### src/rtl/xccfb_pkg.sv
// ---------------------------------------------------------------------------
// xccfb_pkg
// Shared types, constants and helpers for the XOR checked command frame builder.
// ---------------------------------------------------------------------------
package xccfb_pkg;

   localparam int ByteW  = 8;
   localparam int MusicW = 4;

   localparam logic [ByteW-1:0] HdrSync    = 8'hFD;
   localparam logic [ByteW-1:0] HdrLenHigh = 8'h00;
   localparam logic [ByteW-1:0] CmdSpeak   = 8'h01;
   localparam logic [ByteW-1:0] ParamBase  = 8'h01;
   localparam logic [ByteW-1:0] LenOffset  = 8'd3;

   // Byte position within a frame
   typedef enum logic [2:0] {
      PH_SYNC,
      PH_LENHI,
      PH_LEN,
      PH_CMD,
      PH_PARAM,
      PH_TEXT,
      PH_CHECK
   } phase_type;

   typedef struct packed {
      logic [ByteW-1:0] text_byte;
      logic [ByteW-1:0] text_length;
   } item_type;

   typedef struct packed {
      logic [ByteW-1:0] frame_byte;
      logic             frame_end;
   } beat_type;

   // zero length counts as one byte
   function automatic logic [ByteW-1:0] eff_length(input logic [ByteW-1:0] len);
      eff_length = (len == '0) ? ByteW'(1) : len;
   endfunction

   function automatic logic [ByteW-1:0] param_byte(input logic [MusicW-1:0] music);
      param_byte = ParamBase | {music, {(ByteW-MusicW){1'b0}}};
   endfunction

endpackage

### src/rtl/xor_checked_command_frame_builder_unit.sv
// ---------------------------------------------------------------------------
// xor_checked_command_frame_builder_unit
// Builds XOR checked command frames for a serial speech device from text beats.
// ---------------------------------------------------------------------------
//  channel | direction | ports                                   | beat
//  req     | in        | req_valid/ready, text_byte, text_length | one text byte
//  rsp     | out       | rsp_valid/ready, frame_byte, frame_end  | one frame byte
//  csr     | in        | csr_valid/ready, background_music       | music setting
//
//  Rate: one frame byte per cycle while rsp_ready is high and, but for the
//  checksum, a text beat waits. A middle text beat gives its byte, the first
//  beat of a frame the header and its byte, the last its byte and checksum.
//  Reset: synchronous, active high; clears the sequencer, frame counters,
//  music setting and the valid flags of both beat registers.
//  Stalls: a held input beat and a held result beat decouple req from rsp.
// ---------------------------------------------------------------------------
module xor_checked_command_frame_builder_unit (
   input  logic                           clock,
   input  logic                           reset,
   // text input
   input  logic                           req_valid,
   output logic                           req_ready,
   input  logic [xccfb_pkg::ByteW-1:0]    req_text_byte,
   input  logic [xccfb_pkg::ByteW-1:0]    req_text_length,
   // frame output
   output logic                           rsp_valid,
   input  logic                           rsp_ready,
   output logic [xccfb_pkg::ByteW-1:0]    rsp_frame_byte,
   output logic                           rsp_frame_end,
   // configuration
   input  logic                           csr_valid,
   output logic                           csr_ready,
   input  logic [xccfb_pkg::MusicW-1:0]   csr_background_music
);
   import xccfb_pkg::*;

   item_type          req_item;
   item_type          item;
   logic              item_valid;
   logic              item_pop;
   beat_type          beat;
   logic              beat_valid;
   logic              beat_ready;
   beat_type          rsp_beat;
   logic [MusicW-1:0] music_ff, music_in;

   // config register is always writable; sampled live when a header is built
   assign csr_ready = 1'b1;
   assign music_in  = (csr_valid && csr_ready) ? csr_background_music : music_ff;

   always_ff @(posedge clock) begin
      if (reset) begin
         music_ff <= '0;
      end else begin
         music_ff <= music_in;
      end
   end

   assign req_item.text_byte   = req_text_byte;
   assign req_item.text_length = req_text_length;

   xccfb_in_reg u_in_reg (
      .clock      (clock),
      .reset      (reset),
      .req_valid  (req_valid),
      .req_ready  (req_ready),
      .req_item   (req_item),
      .item_valid (item_valid),
      .item       (item),
      .item_pop   (item_pop)
   );

   // sequencer: one frame byte per accepted output beat
   xccfb_framer u_framer (
      .clock      (clock),
      .reset      (reset),
      .music      (music_ff),
      .item_valid (item_valid),
      .item       (item),
      .item_pop   (item_pop),
      .beat_valid (beat_valid),
      .beat       (beat),
      .beat_ready (beat_ready)
   );

   xccfb_out_reg u_out_reg (
      .clock      (clock),
      .reset      (reset),
      .beat_valid (beat_valid),
      .beat_ready (beat_ready),
      .beat       (beat),
      .rsp_valid  (rsp_valid),
      .rsp_ready  (rsp_ready),
      .rsp_beat   (rsp_beat)
   );

   assign rsp_frame_byte = rsp_beat.frame_byte;
   assign rsp_frame_end  = rsp_beat.frame_end;

endmodule

### src/rtl/xccfb_in_reg.sv
// ---------------------------------------------------------------------------
// xccfb_in_reg
// Input holding register: keeps one text beat until the framer consumes it.
// ---------------------------------------------------------------------------
module xccfb_in_reg (
   input  logic                clock,
   input  logic                reset,
   input  logic                req_valid,
   output logic                req_ready,
   input  xccfb_pkg::item_type req_item,
   output logic                item_valid,
   output xccfb_pkg::item_type item,
   input  logic                item_pop
);
   import xccfb_pkg::*;

   logic     valid_ff, valid_in;
   item_type item_ff, item_in;

   assign req_ready  = !valid_ff || item_pop;
   assign item_valid = valid_ff;
   assign item       = item_ff;

   always_comb begin
      valid_in = req_ready ? req_valid : valid_ff;
      item_in  = (req_valid && req_ready) ? req_item : item_ff;
   end

   always_ff @(posedge clock) begin
      if (reset) begin
         valid_ff <= 1'b0;
      end else begin
         valid_ff <= valid_in;
      end
      item_ff <= item_in;
   end

endmodule

### src/rtl/xccfb_framer.sv
// ---------------------------------------------------------------------------
// xccfb_framer
// Frame sequencer: header, text pass-through, XOR checksum.
// ---------------------------------------------------------------------------
module xccfb_framer (
   input  logic                            clock,
   input  logic                            reset,
   input  logic [xccfb_pkg::MusicW-1:0]    music,
   input  logic                            item_valid,
   input  xccfb_pkg::item_type             item,
   output logic                            item_pop,
   output logic                            beat_valid,
   output xccfb_pkg::beat_type             beat,
   input  logic                            beat_ready
);
   import xccfb_pkg::*;

   phase_type        phase_ff, phase_in;
   logic [ByteW-1:0] bytes_seen_ff, bytes_seen_in;
   logic [ByteW-1:0] running_xor_ff, running_xor_in;
   logic [ByteW-1:0] frame_total_ff, frame_total_in;
   logic [ByteW:0]   seen_next;
   logic             last_text;
   logic             emit;

   assign emit      = beat_valid && beat_ready;
   assign seen_next = {1'b0, bytes_seen_ff} + (ByteW+1)'(1);
   assign last_text = seen_next >= {1'b0, frame_total_ff};

   // next state
   always_comb begin
      phase_in = phase_ff;
      if (emit) begin
         unique case (phase_ff)
            PH_SYNC:  phase_in = PH_LENHI;
            PH_LENHI: phase_in = PH_LEN;
            PH_LEN:   phase_in = PH_CMD;
            PH_CMD:   phase_in = PH_PARAM;
            PH_PARAM: phase_in = PH_TEXT;
            PH_TEXT:  phase_in = last_text ? PH_CHECK : PH_TEXT;
            PH_CHECK: phase_in = PH_SYNC;
            default:  phase_in = PH_SYNC;
         endcase
      end
   end

   // outputs
   always_comb begin
      beat_valid      = (phase_ff == PH_CHECK) || item_valid;
      item_pop        = emit && (phase_ff == PH_TEXT);
      beat.frame_end  = (phase_ff == PH_CHECK);
      unique case (phase_ff)
         PH_SYNC:  beat.frame_byte = HdrSync;
         PH_LENHI: beat.frame_byte = HdrLenHigh;
         PH_LEN:   beat.frame_byte = eff_length(item.text_length) + LenOffset;
         PH_CMD:   beat.frame_byte = CmdSpeak;
         PH_PARAM: beat.frame_byte = param_byte(music);
         PH_TEXT:  beat.frame_byte = item.text_byte;
         PH_CHECK: beat.frame_byte = running_xor_ff;
         default:  beat.frame_byte = '0;
      endcase
   end

   // frame bookkeeping
   always_comb begin
      bytes_seen_in  = bytes_seen_ff;
      running_xor_in = running_xor_ff;
      frame_total_in = frame_total_ff;
      if (emit) begin
         unique case (phase_ff)
            PH_SYNC: begin
               running_xor_in = HdrSync;
               frame_total_in = eff_length(item.text_length);
            end
            PH_TEXT: begin
               running_xor_in = running_xor_ff ^ beat.frame_byte;
               bytes_seen_in  = seen_next[ByteW-1:0];
            end
            PH_CHECK: begin
               running_xor_in = '0;
               bytes_seen_in  = '0;
            end
            default: begin
               running_xor_in = running_xor_ff ^ beat.frame_byte;
            end
         endcase
      end
   end

   always_ff @(posedge clock) begin
      if (reset) begin
         phase_ff       <= PH_SYNC;
         bytes_seen_ff  <= '0;
         running_xor_ff <= '0;
         frame_total_ff <= '0;
      end else begin
         phase_ff       <= phase_in;
         bytes_seen_ff  <= bytes_seen_in;
         running_xor_ff <= running_xor_in;
         frame_total_ff <= frame_total_in;
      end
   end

   a_text_in_range: assert property (@(posedge clock) disable iff (reset)
      (phase_ff == PH_TEXT) |-> (bytes_seen_ff < frame_total_ff))
      else $error("text phase with frame already complete");

   a_total_set: assert property (@(posedge clock) disable iff (reset)
      (phase_ff != PH_SYNC) |-> (frame_total_ff != '0))
      else $error("frame total not latched");

   a_sync_fresh: assert property (@(posedge clock) disable iff (reset)
      (emit && phase_ff == PH_SYNC) |-> (bytes_seen_ff == '0))
      else $error("header started mid-frame");

   a_check_clears: assert property (@(posedge clock) disable iff (reset)
      (emit && phase_ff == PH_CHECK) |=> (running_xor_ff == '0 && phase_ff == PH_SYNC))
      else $error("checksum did not close frame");

endmodule

### src/rtl/xccfb_out_reg.sv
// ---------------------------------------------------------------------------
// xccfb_out_reg
// Result register: holds one frame beat until the consumer takes it.
// ---------------------------------------------------------------------------
module xccfb_out_reg (
   input  logic                clock,
   input  logic                reset,
   input  logic                beat_valid,
   output logic                beat_ready,
   input  xccfb_pkg::beat_type beat,
   output logic                rsp_valid,
   input  logic                rsp_ready,
   output xccfb_pkg::beat_type rsp_beat
);
   import xccfb_pkg::*;

   logic     valid_ff, valid_in;
   beat_type beat_ff, beat_in;

   assign beat_ready = !valid_ff || rsp_ready;
   assign rsp_valid  = valid_ff;
   assign rsp_beat   = beat_ff;

   always_comb begin
      valid_in = beat_ready ? beat_valid : valid_ff;
      beat_in  = (beat_valid && beat_ready) ? beat : beat_ff;
   end

   always_ff @(posedge clock) begin
      if (reset) begin
         valid_ff <= 1'b0;
      end else begin
         valid_ff <= valid_in;
      end
      beat_ff <= beat_in;
   end

endmodule

### config.mk
export PLATFORM = sky130hd
export DESIGN_NAME = xor_checked_command_frame_builder_unit
export DESIGN_NICKNAME = d
export VERILOG_FILES = /design/src/rtl/xccfb_pkg.sv /design/src/rtl/xor_checked_command_frame_builder_unit.sv /design/src/rtl/xccfb_in_reg.sv /design/src/rtl/xccfb_framer.sv /design/src/rtl/xccfb_out_reg.sv
export SDC_FILE = /design/constraint.sdc
export NUM_CORES = 1
export LEC_CHECK = 0
export ABC_CLOCK_PERIOD_IN_PS = 3300
export BUFFER_PORTS_ARGS = -buffer_cell sky130_fd_sc_hd__clkbuf_2
export CORE_MARGIN = 4
export CORE_UTILIZATION = 50
export CTS_CLUSTER_DIAMETER = 30
export CTS_CLUSTER_SIZE = 24
export DETAILED_ROUTE_END_ITERATION = 8
export GPL_ROUTABILITY_DRIVEN = 0
export PLACE_DENSITY_LB_ADDON = 0.12
export SYNTH_ARGS = -nofsm -noshare
export SYNTH_HDL_FRONTEND = slang
export SYNTH_SLANG_ARGS = --single-unit
### constraint.sdc
create_clock -name clock -period 3.3 [get_ports clock]
set_input_delay 0.33 -clock clock [delete_from_list [all_inputs] [get_ports clock]]
set_output_delay 0.33 -clock clock [all_outputs]
set_load 0.005 [all_outputs]
==> results of run 1 <==
routing by layer:
| layer | GRT usage (%) | share of wire (%) |
|---|---|---|
| met5 | 0 | 0 |
| met3 | 6.15 | 5.6 |
| met2 | 29.1 | 44 |
| met1 | 26.7 | 49 |
| met4 | 5.90 | 1.4 |
worst min-delay path by stage:
stage | start | to | cells after the start
after global routing | req_text_byte[3] | u_in_reg.item[11] | 1
after CTS | req_text_length[7] | u_in_reg.item[7] | 1
after floorplan | req_text_length[0] | u_in_reg.item[0] | 0
after detailed placement | u_framer.frame_total_ff[2] | u_framer.frame_total_ff[2] | 2
after global placement | u_framer.frame_total_ff[5] | u_framer.frame_total_ff[5] | 2
final | req_text_byte[0] | u_in_reg.item[8] | 1
logic make-up after synthesis:
| family | after synthesis | share of synthesized area [%] |
|---|---|---|
| simple gates | 117 | 20.7 |
| compound gates | 82 | 19.3 |
| flops | 58 | 47.0 |
| buf+inv | 31 | 4.75 |
| fa+ha+maj | 10 | 4.16 |
| xor+xnor | 8 | 2.33 |
| mux | 5 | 1.67 |
| other cells | 1 | 0.125 |
cell type report:
cell class,instances,area (µm²)
multi-input cells,223,1450
fillers,519,2260
clock inverters,3,40.0
well taps,72,90.1
inverters,13,50.0
flip-flops and latches,58,1410
clock buffers,13,149
repair buffers,40,225
per-stage QoR:
step	cells	setup slack [ns]	hold WS, ns
global route	422	0.433	0.140
floorplan	312	0.780	0.429
finish	422	0.637	0.170
CTS	422	0.621	0.151
global placement	406	0.690	0.445
detailed placement	406	0.636	0.448
where the power goes:
part | switching, mW | leakage, nW | internal, mW
combinational | 0.107 | 0.708 | 0.0800
sequential | 0.0326 | 0.501 | 0.795
clock | 0.269 | 0.0974 | 0.368
registers in the layout (all words and copies together), names as in the netlist:
register / count
music_ff: 4
u_in_reg.item_valid: 1
u_framer.phase_ff: 3
u_out_reg.rsp_valid: 1
u_framer.frame_total_ff: 8
u_in_reg.item: 16
u_out_reg.rsp_beat: 9
u_framer.running_xor_ff: 8
u_framer.bytes_seen_ff: 8
cells in the final DEF, fill, tap and decap left out, drive strengths merged, types with 5 or more instances in the layout:
master / count
clkbuf: 48
dfxtp: 33
nand2: 32
edfxtp: 25
nor2: 22
a21oi: 20
nand3: 19
o21ai: 17
inv: 11
ha: 10
nor3: 9
nand2b: 7
a22oi: 7
xor2: 5
mux2i: 5
nand4: 5
a31oi: 5
buf: 5
==> run summary, run 1 <==
RSZ-0062 raised after global routing -> no
R2R Setup Slk -> 0.64 ns
Post-CTS Setup Bufs -> 0
number of max-cap violations -> 0
most numerous cell on the critical path -> ha_1
Total Power -> 1.65 mW
root buf cell -> clkbuf_8
placed cell area -> 3230 µm²
worst path bufs/invs -> 0
Mapped Area -> 3010 µm²
remaining global-route overflow -> 0
R2R Path Start -> u_framer.bytes_seen_ff[0]
Area Overhead vs Synth -> 13.7%
kind of critical path -> reg2reg
Initial DRC Count -> 162
final setup TNS -> 0 ns
nature of the critical path endpoint -> register
Die X -> 85.5 µm
critical-path maximum fanout -> 6
CP max stage cell -> dfxtp_1
ant diodes -> 0
Period Utilization, post-route -> 80.7%
Post-Synthesis Cells -> 312
worst path cell trace -> ha_1 -> nand3_1 -> or2_2 -> xnor2_1 -> ha_1 -> and3_1 -> a221o_1 -> a31o_2 -> a211oi_1 -> o31a_1
worst vdd ir -> 0.269 mV
Setup Viol. Count Final -> 0
layout cells sized above 1 -> 19.4%
Critical Path Max Stage Delay -> 0.43 ns
synth cell count leaders -> dfxtp_1, nand2_1, edfxtp_1, nor2_1, a21oi_1
deepest clock path buffer count -> 2
via count -> 2,430
sequential-to-total area share from yosys stat -> 47.0%
status -> completed
design area -> 3420 µm²
post-route minimum period -> 2.66 ns
Largest delay share family, worst path -> compound AO/OA/AOI/OAI gates
post-CTS resize count -> 0
worst r2r dst -> u_framer.phase_ff[0]
Worst setup endpoint -> u_framer.phase_ff[0]
startpoint types -> register
row cnt -> 27
Core Box Area -> 5680 µm²
antenna violations before repair -> 0
DP HPWL -> 4640 µm
Synth Warn # -> 0
vias per cell -> 5.76
syn_nets -> 347
Post-Route WL -> 6670 µm
max_slew headroom -> 41.4%
post-route ant nets -> 0
post-synth top area share -> 25.0%
Clock Pin Slew Worst Setup and Hold Paths -> 0.06 ns
count leader, synth -> dfxtp_1
Synth Area per Inst -> 9.63 µm²
worst-skew pair later-pin latency -> 0.33 ns
Synth area leaders -> edfxtp_1, dfxtp_1, ha_1
WP data arrival -> 2.94 ns
utilization after layout -> 60.2%
WL/cell -> 15.8 µm
GRT Resource Usage Total -> 19.3%
hold crit path type -> in2reg
pin count of the biggest net entering global routing -> 36
Vert. Die Dim -> 85.5 µm
clock sink count -> 58
Max Freq -> 375 MHz
skew final -> 0.00514 ns
WP data required -> 3.58 ns
instance count on the critical path -> 10
EDFF count, synth -> 25
# nets final -> 380
reg2reg path depth -> 10
P_leak -> 1.31 nW
htree depth -> 3
CTS Hold Buffers Added -> 0
vias in the first global route -> 2,212
hold violation total from the final report -> 0
# DRC -> 0
Pre-antenna DRT Iters -> 4
die area -> 7320 µm²
first-pass GRT wire length -> 11,000 µm
Initial Utilization -> 53.0%
# port buffers -> 35
CTS tree -> done
asr flop ratio synth -> 0%
fin. max-slew vios -> 0
register bit total from synthesis -> 58
CTS Buf Count -> 9
Synth area leader -> edfxtp_1
IO Pins -> 37
Main synth FF type -> dfxtp_1
Critical path origin -> u_framer.bytes_seen_ff[0]
Yosys cell types -> 65
worst-margin pin slew -> 0.876 ns
Pwr per Cell Area -> 483 nW/µm²
Power figures use the tool's default switching activity.
==> inputs of run 2 (changes only) <==
--- a/config.mk
+++ b/config.mk
@@ -5,7 +5,7 @@
 export SDC_FILE = /design/constraint.sdc
 export NUM_CORES = 1
 export LEC_CHECK = 0
-export ABC_CLOCK_PERIOD_IN_PS = 3300
+export ABC_CLOCK_PERIOD_IN_PS = 2400
 export BUFFER_PORTS_ARGS = -buffer_cell sky130_fd_sc_hd__clkbuf_2
 export CORE_MARGIN = 4
 export CORE_UTILIZATION = 50
==> constraint.sdc (replaced) <==
create_clock -name clock -period 2.4 [get_ports clock]
set_input_delay 0.24 -clock clock [delete_from_list [all_inputs] [get_ports clock]]
set_output_delay 0.24 -clock clock [all_outputs]
set_load 0.005 [all_outputs]
==> run 2 against run 1 <==
Against the previous run:
- worst setup slack worse by 0.56 ns
- register-to-register slack worse by 0.56 ns
- critical path depth did not move
- routed wire length rose by 4.4%
- sequential share of layout area fell by 2.8 points
- highest routed layer unchanged
- largest cell class unchanged
- clock-buffer cell count fell by 2
- non-clock buffer count increased by 22
- sequential cell count unchanged
- combinational power grew 53%
==> run summary, run 2 (synthesis gave the netlist of run 1 again) <==
status -> completed
first-pass GRT wire length -> 11,700 µm
R2R Setup Slk -> 0.08 ns
row cnt -> 27
Max Freq -> 431 MHz
Area Overhead vs Synth -> 22.2%
worst-skew pair later-pin latency -> 0.35 ns
GRT Resource Usage Total -> 20.5%
critical-path maximum fanout -> 2
Initial Utilization -> 53.0%
kind of critical path -> reg2reg
Core Box Area -> 5680 µm²
pin count of the biggest net entering global routing -> 34
via count -> 2,507
max reg flops -> 16
vias in the first global route -> 2,369
WL/cell -> 15.7 µm
HP Start -> req_text_byte[0]
hold violation total from the final report -> 0
root buf cell -> clkbuf_8
DP HPWL -> 4870 µm
busiest grt layer -> met2
max_slew headroom -> 57.9%
CTS Buf Count -> 9
skew final -> 0.0116 ns
ant diodes -> 0
Pre-antenna DRT Iters -> 4
most frequent cells in the layout -> clkbuf_2, nand2_1, dfxtp_1, buf_4, edfxtp_1
# nets final -> 402
Initial DRC Count -> 148
Final WS setup -> 0.0805 ns
hold crit path type -> in2reg
Period Utilization, post-route -> 96.6%
# port buffers -> 35
Setup Viol. Count Final -> 0
reg2reg path depth -> 10
IO Pins -> 37
# DRC -> 0
Post-Route WL -> 6960 µm
WP data required -> 2.69 ns
fin. max-slew vios -> 0
CTS Hold Buffers Added -> 0
placed insts -> 426
Pwr per Cell Area -> 673 nW/µm²
htree depth -> 3
CTS tree -> done
die area -> 7320 µm²
met2 Resource Use GR -> 31.9%
met3 usage -> 6.34%
worst vdd ir -> 0.423 mV
worst r2r dst -> u_framer.phase_ff[0]
nature of the critical path endpoint -> register
antenna violations before repair -> 0
P_leak -> 1.45 nW
Clock Pin Slew Worst Setup and Hold Paths -> 0.07 ns
number of max-cap violations -> 0
R2R Path Start -> u_framer.bytes_seen_ff[0]
deepest clock path buffer count -> 2
remaining global-route overflow -> 0
Total Power -> 2.47 mW
Setup WS pre-CTS -> -0.0194 ns
most common cell after layout, fill and taps aside -> clkbuf_2
worst-margin pin slew -> 0.630 ns
Cell Count, Final, Fillers Out -> 444
Vert. Die Dim -> 85.5 µm
WHS Endpoint -> u_in_reg.item[8]
startpoint types -> register
vias per cell -> 5.65
hold depth -> 1
clock sink count -> 58
layout cells sized above 1 -> 27.2%
WP data arrival -> 2.61 ns
post-route minimum period -> 2.32 ns
Die X -> 85.5 µm
M1 GR Usage -> 27.5%
post-route ant nets -> 0
-- run 2: routing by layer --
| layer | share of wire, % | wire length [µm] | up-vias |
|---|---|---|---|
| li1 | - | - | 1261 |
| met1 | 47 | 3290 | 1183 |
| met2 | 48 | 3330 | 60 |
| met3 | 4.4 | 304 | 3 |
| met4 | 0.63 | 44 | 0 |
| met5 | 0 | 0 | - |
-- run 2: worst max-delay path by stage --
stage | end | cells after the start | slack [ns] | startpoint
2_1_floorplan | u_framer.phase_ff[0] | 10 | 0.01 | u_framer.bytes_seen_ff[0]
3_3_place_gp | u_framer.phase_ff[0] | 10 | 0.03 | u_framer.bytes_seen_ff[1]
3_5_place_dp | u_framer.phase_ff[0] | 10 | -0.02 | u_framer.bytes_seen_ff[1]
4_1_cts | u_framer.phase_ff[0] | 10 | 0.03 | u_framer.bytes_seen_ff[1]
5_1_grt | u_framer.phase_ff[0] | 10 | -0.01 | u_framer.bytes_seen_ff[0]
6_report | u_framer.phase_ff[0] | 10 | 0.08 | u_framer.bytes_seen_ff[0]
-- run 2: layout make-up --
class                   count  area, µm²
fillers                   510       2000
inverters                  13       50.0
clock buffers              11        163
flip-flops and latches     58       1410
multi-input cells         223       1500
clock inverters             5       73.8
well taps                  72       90.1
repair buffers             62        378
-- run 2: critical path, stage by stage, from the launching register on --
cell      delay (ns)
dfxtp_2         0.35
ha_4            0.14
nand3_2         0.08
or2_4           0.27
xnor2_2         0.13
ha_1            0.31
and3_4          0.16
a221o_1         0.29
a31o_2          0.24
a211oi_2        0.17
o31a_1          0.13
-- run 2: through the flow --
stage	area, µm²	utilization (%)	TNS, ns	hold slack, ns
final	3670	64.7	0	0.0668
after global routing	3670	64.7	-0.0160	0.0389
after CTS	3630	64.0	0	0.0487
after detailed placement	3380	59.6	-0.0194	0.419
after global placement	3380	59.6	0	0.417
after floorplan	3020	-	0	0.339
-- run 2: report_power, final --
group / total (mW) / switching [mW] / internal (mW)
registers: 1.13 / 0.0379 / 1.09
logic: 0.287 / 0.160 / 0.127
clock network: 1.05 / 0.386 / 0.668
total: 2.47 / 0.584 / 1.89
-- run 2: timing repair --
action                     CTS  global route
resized for setup            3             5
setup endpoints to repair    1             3
setup buffers                0             2
pin swaps                    0             7
==> inputs of run 3 (changes only) <==
--- a/config.mk
+++ b/config.mk
@@ -14,6 +14,8 @@
 export DETAILED_ROUTE_END_ITERATION = 8
 export GPL_ROUTABILITY_DRIVEN = 0
 export PLACE_DENSITY_LB_ADDON = 0.12
+export RECOVER_POWER = 50
 export SYNTH_ARGS = -nofsm -noshare
 export SYNTH_HDL_FRONTEND = slang
+export SYNTH_HIERARCHICAL = 1
 export SYNTH_SLANG_ARGS = --single-unit
==> run 3 against run 2 <==
Against the previous run:
- sequential share of layout area rose by 2.4 points
- synthesized cell count down 4.2%
- worst hold slack improved by 0.013 ns
- synthesized area fell by 0.87%
- clock skew fell by 0.0036 ns
- power down 2.8%
- fmax up 6.2%
- combinational power shrank 8.7%
- largest cell class unchanged
- largest power group unchanged
- highest routed layer unchanged
==> run summary, run 3 <==
EDFF count, synth -> 25
synth cell count leaders -> dfxtp_1, nor2_1, a21oi_1, edfxtp_1, nand2_1
kind of critical path -> reg2out
Mapped Area -> 2980 µm²
sequential-to-total area share from yosys stat -> 47.4%
count leader, synth -> dfxtp_1
pin count of the biggest net entering global routing -> 19
Initial Utilization -> 52.8%
root buf cell -> clkbuf_8
skew final -> 0.00801 ns
critical-path maximum fanout -> 10
vias in the first global route -> 2,188
Post-Route WL -> 6480 µm
met3 usage -> 5.53%
Clk pwr share -> 41.8%
Setup WS pre-CTS -> 0.175 ns
switching power total -> 570 µW
layout cells sized above 1 -> 19.4%
htree depth -> 3
Final WS setup -> 0.217 ns
Pwr per Cell Area -> 697 nW/µm²
Die X -> 85.2 µm
Synth Warn # -> 6
Post-Synthesis Cells -> 299
P_leak -> 1.38 nW
syn_nets -> 334
WP data arrival -> 1.94 ns
Period Utilization, post-route -> 91.0%
status -> completed
WP data required -> 2.16 ns
Synth area leaders -> edfxtp_1, dfxtp_1, a21oi_1
CTS tree -> done
clock sink count -> 58
# nets final -> 376
Core Box Area -> 5640 µm²
ant diodes -> 0
combinational power share -> 10.9%
Synth Area per Inst -> 9.96 µm²
CTS Hold Buffers Added -> 0
post-route ant nets -> 0
R2R Setup Slk -> 0.23 ns
Post-CTS Setup Bufs -> 0
M1 GR Usage -> 25.8%
Pre-antenna DRT Iters -> 5
asr flop ratio synth -> 0%
Max Freq -> 458 MHz
post-route minimum period -> 2.18 ns
Initial DRC Count -> 200
# DRC -> 0
Total Power -> 2.40 mW
worst vdd ir -> 0.486 mV
die area -> 7260 µm²
busiest grt layer -> met2
antenna violations before repair -> 0
register bit total from synthesis -> 58
Setup Viol. Count Final -> 0
Vert. Die Dim -> 85.2 µm
Flop pwr share -> 47.3%
Pint -> 1.83 mW
via count -> 2,364
max_slew headroom -> 55.2%
fin. max-slew vios -> 0
IO Pins -> 37
Synth area leader -> edfxtp_1
Clock Pin Slew Worst Setup and Hold Paths -> 0.07 ns
Main synth FF type -> dfxtp_1
nature of the critical path endpoint -> primary output
number of max-cap violations -> 0
# port buffers -> 35
worst-skew pair later-pin latency -> 0.33 ns
first-pass GRT wire length -> 10,800 µm
met2 Resource Use GR -> 27.0%
remaining global-route overflow -> 0
Area Overhead vs Synth -> 15.7%
Yosys cell types -> 66
hold crit path type -> in2reg
deepest clock path buffer count -> 2
max reg flops -> 16
row cnt -> 27
post-CTS resize count -> 0
worst-margin pin slew -> 0.672 ns
CTS Buf Count -> 9
vias per cell -> 5.66
GRT Resource Usage Total -> 18.9%
DP HPWL -> 4760 µm
most frequent cells in the layout -> dfxtp_1, clkbuf_2, nor2_1, a21oi_1, edfxtp_1
Sw Share -> 23.7%
WL/cell -> 15.5 µm
most common cell after layout, fill and taps aside -> dfxtp_1
startpoint types -> register
post-synth top area share -> 25.2%
hold violation total from the final report -> 0
[run 3: worst paths after layout]
check | from | end | cells past startpoint
worst min register to register | u_framer/running_xor_ff[1] | u_framer/running_xor_ff[1] | 2
worst min-delay path | req_text_byte[6] | u_in_reg/item[14] | 1
worst max-delay path | u_framer/phase_ff[0] | req_ready | 5
worst max register to register | u_in_reg/item[6] | u_framer/running_xor_ff[6] | 7
[run 3: per-layer routing]
layer | part of all wire, % | vias to the layer above
met5 | 0 | -
met4 | 2.2 | 0
met3 | 8.3 | 12
met2 | 43 | 93
met1 | 46 | 1079
li1 | - | 1180
[run 3: cell families (layout without fill, tap and decap cells)]
logic type      after synthesis  in the layout  synth area share, %
other cells                   1              1                0.126
mux                          12             12                 4.03
fa+ha+maj                    10             10                 4.20
buf+inv                      31             78                 4.83
simple gates                 91             91                 17.1
flops                        58             58                 47.4
xor+xnor                     10             10                 2.94
compound gates               86             86                 19.4
[run 3: through the flow]
stage,setup TNS [ns],cells,instance area [µm²],util (%),hold WS [ns]
detailed placement,0,402,3240,57.4,0.419
CTS,0,418,3470,61.5,0.0694
global route,-0.00676,418,3450,61.1,0.0591
global placement,0,402,3240,57.4,0.416
finish,0,418,3450,61.1,0.0801
floorplan,0,299,2980,-,0.302
[run 3: worst max-delay path, cell delays in order (launching register included)]
cell	delay [ns]
dfxtp_1	0.52
and3b_1	0.28
nand3_1	0.11
inv_1	0.27
nand2b_1	0.28
clkbuf_2	0.16
[run 3: power groups by stage]
stage	registers [mW]	clock network [mW]	logic (mW)
6_report	1.14	1.00	0.262
5_1_grt	1.14	1.08	0.293
4_1_cts	1.14	1.03	0.265
3_5_place_dp	1.16	0	0.264
3_3_place_gp	1.16	0	0.262
2_1_floorplan	1.14	0	0.192
[run 3: area by class of cell]
class,instances,area [µm²]
Multi-Input combinational cell,210,1420
Sequential cell,58,1410
Tap cell,72,90.1
Fill cell,475,2190
Timing Repair Buffer,45,231
Clock buffer,13,190
Inverter,17,63.8
Clock inverter,3,42.5
